<file path="src/rtl/lateral_safe_distance_check_defines.svh">
// Assertion macros for the lateral safe distance check.
`ifndef LATERAL_SAFE_DISTANCE_CHECK_DEFINES_SVH
`define LATERAL_SAFE_DISTANCE_CHECK_DEFINES_SVH
`ifndef SYNTH
`define LSDC_ASSERT_IMP(lbl, clk, rst_n, ante, cons) \
  lbl: assert property (@(posedge clk) disable iff (!rst_n) (ante) |-> (cons)) \
    else $error("lsdc assertion failed");
`define LSDC_ASSERT_NXT(lbl, clk, rst_n, ante, cons) \
  lbl: assert property (@(posedge clk) disable iff (!rst_n) (ante) |=> (cons)) \
    else $error("lsdc assertion failed");
`else
`define LSDC_ASSERT_IMP(lbl, clk, rst_n, ante, cons)
`define LSDC_ASSERT_NXT(lbl, clk, rst_n, ante, cons)
`endif
`endif

</file>
<file path="src/rtl/lsdc_pkg.sv">
`timescale 1ns / 1ps
package lsdc_pkg;
  localparam int VEL_W  = 16;
  localparam int GAP_W  = 24;
  localparam int ACC_W  = 13;
  localparam int RT_W   = 10;
  localparam int SQ_W   = 2 * VEL_W - 1;
  localparam int DEN_W  = ACC_W + 1;
  localparam int PROD_W = VEL_W + RT_W + 1;
  localparam int VT_W   = PROD_W - 8;
  localparam int MAG_W  = GAP_W;
  localparam int NEED_W = SQ_W + 2;
  localparam logic [SQ_W-1:0] TERM_MAX = SQ_W'(1 << 29);
  localparam logic [RT_W-1:0] RT_RESET = RT_W'(256);

  localparam logic CFG_RT_OTHER = 1'b0;
  localparam logic CFG_RT_EGO   = 1'b1;

  typedef enum logic [1:0] {
    PATH_ZERO    = 2'd0,
    PATH_APART   = 2'd1,
    PATH_FORMULA = 2'd2
  } path_t;

  typedef struct packed {
    path_t                    path;
    logic                     safe;
    logic [MAG_W-1:0]         mag;
    logic signed [VT_W-1:0]   vt1;
    logic signed [VT_W-1:0]   vt2;
    logic                     zv1;
    logic                     za1;
    logic                     zv2;
    logic                     za2;
  } side_t;
endpackage

</file>
<file path="src/rtl/lsdc_div.sv">
`timescale 1ns / 1ps
module lsdc_div #(
  parameter int NUM_W = lsdc_pkg::SQ_W,
  parameter int DEN_W = lsdc_pkg::DEN_W
) (
  input  logic             clk,
  input  logic             en,
  input  logic [NUM_W-1:0] num,
  input  logic [DEN_W-1:0] den,
  output logic [NUM_W-1:0] quo
);
  logic [DEN_W-1:0] rem_r [NUM_W];
  logic [NUM_W-1:0] num_r [NUM_W];
  logic [NUM_W-1:0] quo_r [NUM_W];
  logic [DEN_W-1:0] den_r [NUM_W];

  for (genvar k = 0; k < NUM_W; k++) begin : g_stage
    logic [DEN_W-1:0] rem_in;
    logic [NUM_W-1:0] num_in;
    logic [NUM_W-1:0] quo_in;
    logic [DEN_W-1:0] den_in;
    logic [DEN_W:0]   trial;
    logic             ge;
    logic [DEN_W-1:0] rem_nxt;
    if (k == 0) begin : g_first
      assign rem_in = '0;
      assign num_in = num;
      assign quo_in = '0;
      assign den_in = den;
    end else begin : g_rest
      assign rem_in = rem_r[k-1];
      assign num_in = num_r[k-1];
      assign quo_in = quo_r[k-1];
      assign den_in = den_r[k-1];
    end
    always_comb begin
      trial   = {rem_in, num_in[NUM_W-1]};
      ge      = trial >= {1'b0, den_in};
      rem_nxt = ge ? DEN_W'(trial - {1'b0, den_in}) : DEN_W'(trial);
    end
    always_ff @(posedge clk) begin
      if (en) begin
        rem_r[k] <= rem_nxt;
        num_r[k] <= {num_in[NUM_W-2:0], 1'b0};
        quo_r[k] <= {quo_in[NUM_W-2:0], ge};
        den_r[k] <= den_in;
      end
    end
  end

  assign quo = quo_r[NUM_W-1];
endmodule

</file>
<file path="config.mk">
export PLATFORM = sky130hd
export DESIGN_NAME = lsdc_div
export DESIGN_NICKNAME = d
export VERILOG_FILES = /design/src/rtl/lateral_safe_distance_check_defines.svh /design/src/rtl/lsdc_pkg.sv /design/src/rtl/lsdc_div.sv
export SDC_FILE = /design/constraint.sdc
export NUM_CORES = 2
export LEC_CHECK = 0
export ABC_CLOCK_PERIOD_IN_PS = 3700
export BUFFER_PORTS_ARGS = -buffer_cell sky130_fd_sc_hd__buf_2
export CAP_MARGIN = 20
export CORE_ASPECT_RATIO = 1.75
export CORE_MARGIN = 8
export CORE_UTILIZATION = 37
export DETAILED_ROUTE_END_ITERATION = 6
export PLACE_DENSITY = 0.6
export SLEW_MARGIN = 15
export SYNTH_ARGS = -nofsm -noshare
export SYNTH_HDL_FRONTEND = slang
export SYNTH_SLANG_ARGS = --single-unit
</file>
<file path="constraint.sdc">
create_clock -name clk -period 3.7 [get_ports clk]
set_clock_uncertainty 0.2 [all_clocks]
set_input_delay 1.11 -clock clk [delete_from_list [all_inputs] [get_ports clk]]
set_output_delay 1.11 -clock clk [all_outputs]
set_load 0.02 [all_outputs]
</file>
### Word-level counts from Yosys, hierarchy flattened

Memories as Yosys holds them, arrays and structs flattened.
Cells that the tools add are included.

| operators by class | value |
|---|---|
| add/subtract/negate cells | 31 |
| order comparisons | 31 |
| multiplexer cells | 33 |

Operators with widths:

| operator | number |
|---|---|
| 15-bit by 14-bit >= comparator with 1-bit output | 30 |
| 14-bit 2-to-1 mux | 31 |
| 14-bit subtractor | 30 |
| 1-bit by 14-bit >= comparator with 1-bit output | 1 |
| 1-bit by 14-bit subtractor with 14-bit output | 1 |
| 1-bit 2-to-1 mux | 2 |

| storage, ports and cells | value |
|---|---|
| flip-flop bits (word level) | 0 |
| memory bits (writable) | 2759 |
| word-level logic and storage cells | 99 |
| memories | 4 |

Memories:

| memory | depth | bits a word | read ports | clocked after memory_dff | write ports | line | text |
|---|---|---|---|---|---|---|---|
| quo_r | 31 | 31 | 31 | 0 | 31 | lsdc_div.sv:14 | `logic [NUM_W-1:0] quo_r [NUM_W];` |
| num_r | 31 | 30 | 30 | 0 | 31 | lsdc_div.sv:13 | `logic [NUM_W-1:0] num_r [NUM_W];` |
| den_r | 31 | 14 | 30 | 0 | 31 | lsdc_div.sv:15 | `logic [DEN_W-1:0] den_r [NUM_W];` |
| rem_r | 31 | 14 | 30 | 0 | 31 | lsdc_div.sv:12 | `logic [DEN_W-1:0] rem_r [NUM_W];` |

### Logic depth before layout (Yosys ltp)

An unclocked memory read counts as a cell.

| depth | value |
|---|---|
| depth in word-level cells | 3 |
| depth in mapped cells | 11 |
| mapped depth without buffers | 11 |

### Worst setup path before layout

Ideal clock, no wire load.

| path | value |
|---|---|
| kind | input -> register |
| from | input port den[6] |
| to | memory rem_r[0][0] in the netlist's numbering, data pin |
| setup time | 0.258 ns |
| data arrival time | 3.045 ns |
| setup slack | 0.198 ns |
| cell stages on the path | 7 |
| path buffers | 2 |
| path through | or4_1 > or4_1 > or4_1 > buf_2 > nor4_4 > buf_6 > mux2i_1 |

RTL lines:

| what | line | text |
|---|---|---|
| start: declaration | lsdc_div.sv:9 | `input logic [DEN_W-1:0] den,` |
| end: declaration | lsdc_div.sv:12 |  |

==> reports/summary.md <==
The tools report the sequential fraction of design power as 41.4%. The post-route antenna net violation count is 0, and the total half-perimeter wirelength after legalization and detailed placement is 109,000 µm. The biggest area contributor in the post-synthesis netlist is edfxtp_1. Global routing consumed, over all layers together, 12.8% of the routing resources. The number of pins with negative max-slew slack in the final report is 0, and the fraction of layout cells with a size suffix above 1 is 14.1%. Setup repair after global routing left no endpoint under its margin. The tools report the final net count as 6,210.

The root buffer cell chosen for the clock tree is clkbuf_16. The total power consumption of the routed design was 0.0707 W; the height of the die was 629 µm. The worst-case IR drop observed on VDD is 0.453 mV. For the required time of the critical path, the log shows 4.02 ns.

The end point of the worst hold path was quo_r[1][250]$_DFFE_PP_. In the synthesized netlist the async set-or-reset flop fraction comes to 0%. Ranked by total cell area, the synthesized netlist is headed by edfxtp_1 (68%), ha_1 (7.1%), mux2_2 (3.7%).

The hold violation count in the final report was 0; the top fanout value on the critical path was 14. In this run switching power makes up 30.6% of total power. The met1 layer usage reported by global route came out at 11.1%.

TritonCTS built the clock tree. The tree built by TritonCTS fans out to 1,801 sinks. The worst hold path belongs to the class register to register.

The setup TNS is 0 ns, and the slack of the worst reg-to-reg path is 0.18 ns. The internal portion of the total power is 0.0491 W. The number of cell instances on the worst register-to-register path came out at 9. Of the total power, the clock network draws 25.9%. The clock insertion delay at the later pin of the skew report came out at 0.83 ns. In this run the cell area of the synthesized design comes to 79,500 µm².

The area share of the leading cell type in the synthesized netlist was 68.0%. The endpoint class of the critical path is a register. Data arrives at the worst endpoint at 3.84 ns. The most common flop cell mapped by yosys was edfxtp_1. Type of the worst setup path: register to register.

Before antenna repair, the detailed router went through 5 iterations. The first routing iteration left 2,028 violations. Max-cap violations in this run came to 0.

The switching component of the power is 0.0217 W, and the synthesized area divided by synthesized cell count is 15.0 µm². The final period demand of the worst path was 3.52 ns. Detailed routing inserted a total of 43,200 vias. Global routing consumed, on the met2 layer, 26.5% of the routing resources. The share of total power in combinational logic was 32.7%; the clock transition at the register clock pins on the worst setup and hold paths after CTS was 0.06 ns. Based on the critical path, the design can be clocked at up to 284 MHz. The core region is 214,000 µm².

The placement row count was 225. Startpoint of the lowest-slack hold path: quo_r[1][218]$_DFFE_PP_. The final number of setup-violating endpoints is 0. The number of buffers added by the clock tree synthesis step was 181; the count of cells along the worst hold path was 0. The flow ran to the end, and the final reports show no timing, DRC or antenna violations. The number of fillers in the final layout was 19,200; the number of synthesis warnings was 0.

The startpoint identified for the worst register-to-register timing path is den_r[0][211]$_DFFE_PP_. The number of primary I/O pins is 78. After global routing, the most crowded layer is met2. The sequential cell area fraction in the yosys report is 68.0%. Entering global routing, the biggest net connects 92 pins.

The first global-routing pass estimated 238,000 µm of wire. The via count of the first global-routing pass is 46,100. Synthesis handed over a netlist of 5,289 instances. The synthesized design contains 1,801 register bits. The final routed DRC violation total is 0, and the number of enable-type register cells in the synthesized netlist is 1,801. The tools report the last weighted congestion value of the routability-driven placer as 0.910. For this design the static power due to leakage is 34.3 nW. The post-synthesis cell type count was 83. The number of antenna violations at the first check in global routing is 1, and the via count normalized by instance count is 4.99. The die extent in x was 366 µm; the total number of H-tree levels was 4. The number of nets in the synthesized netlist is 5,816. From synthesis to final layout, the design area changed by 14.2%.

Global routing used 2.02% of the available met3 tracks. The die covers 231,000 µm². For this run the aggregate overflow at the end of global routing stands at 0.

For the starting utilization of the core area, the log shows 37.1%. The worst-margin pin slew is 0.712 ns. Power spread over the standard cell area amounts to 778 nW/µm². The worst setup path is launched from a register. The share of the clock period used by the worst path was 95.1%; the overall routed net length was 151,000 µm. In this run the critical register-to-register path is captured at rem_r[1][6]$_DFFE_PP_. The run gives 0 as the post-CTS setup buffer count.

The largest buffer count on any clock path was 4. Dividing the detail-routed wire length by the instance count gives 17.5 µm. Headroom to the max-slew limit came out at 51.9%. Port buffering added 77 buffers.
==> how the worst max path moves through the flow <==
stage / cells past startpoint / slack (ns) / startpoint / endpoint
after CTS: 9 / 0.09 / den_r[0][115]$_DFFE_PP_ / rem_r[0][128]$_DFFE_PP_
final: 9 / 0.18 / den_r[0][211]$_DFFE_PP_ / rem_r[1][6]$_DFFE_PP_
after global placement: 9 / -0.11 / den[6] / rem_r[0][1]$_SDFFCE_PN0P_
after detailed placement: 8 / -0.01 / den[6] / rem_r[0][0]$_DFFE_PP_
after floorplan: 7 / 0.20 / den[6] / rem_r[0][0]$_DFFE_PP_
after global routing: 13 / 0.02 / num_r[0][389]$_DFFE_PP_ / rem_r[0][194]$_DFFE_PP_
==> power groups by stage <==
stage | registers (W) | logic (W) | clock network (W)
floorplan | 0.0288 | 0.0173 | 0
global placement | 0.0297 | 0.0225 | 0
detailed placement | 0.0297 | 0.0231 | 0
CTS | 0.0293 | 0.0232 | 0.0191
global route | 0.0296 | 0.0255 | 0.0198
finish | 0.0293 | 0.0232 | 0.0183
==> what timing repair did <==
action / in CTS / in global routing
hold buffers: 0 / 0
resized for setup: 1 / 3
setup endpoints to repair: 1 / 12
==> through the flow <==
| stage | setup WS, ns | util, % | cells | instance area (µm²) | hold WS (ns) |
|---|---|---|---|---|---|
| 2_1_floorplan | 0.198 | - | 5289 | 79500 | 0.200 |
| 3_3_place_gp | -0.107 | 39.7 | 8337 | 85000 | 0.200 |
| 3_5_place_dp | -0.0144 | 39.7 | 8337 | 85000 | 0.205 |
| 4_1_cts | 0.0868 | 42.4 | 8653 | 90800 | 0.155 |
| 5_1_grt | 0.0248 | 42.4 | 8654 | 90800 | 0.174 |
| 6_report | 0.180 | 42.4 | 8654 | 90800 | 0.183 |
==> worst max-delay path, stage by stage (launching register included) <==
cell and delay (ns):
edfxtp_1 0.39, inv_1 0.11, ha_1 0.24, nor2b_1 0.15, o31a_1 0.29, o221a_2 0.30
o21ai_2 0.27, a2111oi_0 0.15, a2111o_1 0.70, mux2_1 0.42
==> routing by layer <==
layer / wire, µm / vias up / share of wire (%)
met4: 9080 / 0 / 6.0
met2: 88400 / 774 / 58
met3: 4680 / 471 / 3.1
li1: - / 20800 / -
met5: 0 / - / 0
met1: 49200 / 21200 / 33
==> cell usage after synthesis (17+ instances only) <==
cell,count
edfxtp_1,1801
inv_1,551
ha_1,451
mux2_2,261
a21oi_1,247
nor2_1,237
xnor2_1,169
o21ai_0,167
nand2_1,118
nand3_1,106
o21a_1,101
a21o_1,97
xor2_1,89
nor3_1,85
nor2b_1,72
a211oi_1,46
mux2_1,44
and3_1,39
o31ai_1,36
mux2i_1,35
fa_1,29
o31a_1,28
nand2b_1,27
nand4_1,27
buf_2,26
nand4b_1,24
nor4_1,24
a31oi_1,23
o21bai_1,21
o211ai_1,20
a211o_1,18
a21boi_0,17
or3_1,17
==> flip-flops by register name (all words and copies together), names as in the netlist <==
signal	flops
rem_r	420
quo_r	496
num_r	465
den_r	420
==> cells in the final DEF, fill, tap and decap left out, types with 106 or more instances in the layout <==
master     synthesis  final
a21oi_1          247    247
buf_4              0    143
clkbuf_16          0    184
edfxtp_1        1801   1801
ha_1             451    451
inv_1            551    551
mux2_2           261    261
nand2_1          118    118
nand3_1          106    106
nor2_1           237    237
o21ai_0          167    167
xnor2_1          169    169
==> cell families after synthesis <==
kind of cell             Yosys count  share of synthesized area [%]
AO/OA/AOI/OAI                    954                           8.03
XOR/XNOR                         258                           2.84
adder cells (fa/ha/maj)          480                           7.82
buffers and inverters            595                           2.87
flip-flops                      1801                           68.0
multiplexers                     340                           4.76
AND/OR/NAND/NOR                  861                           5.69
==> layout make-up <==
cell class	instances	area, µm²	share of cell area [%]
diodes	1	2.50	0.00275
clock buffers	213	4710	5.19
clock inverters	103	1110	1.22
inverters	554	2080	2.29
multi-input cells	2893	23200	25.5
flip-flops and latches	1801	54100	59.5
well taps	2837	3550	3.91
repair buffers	252	2110	2.33
(Power assumes the default switching activity.)
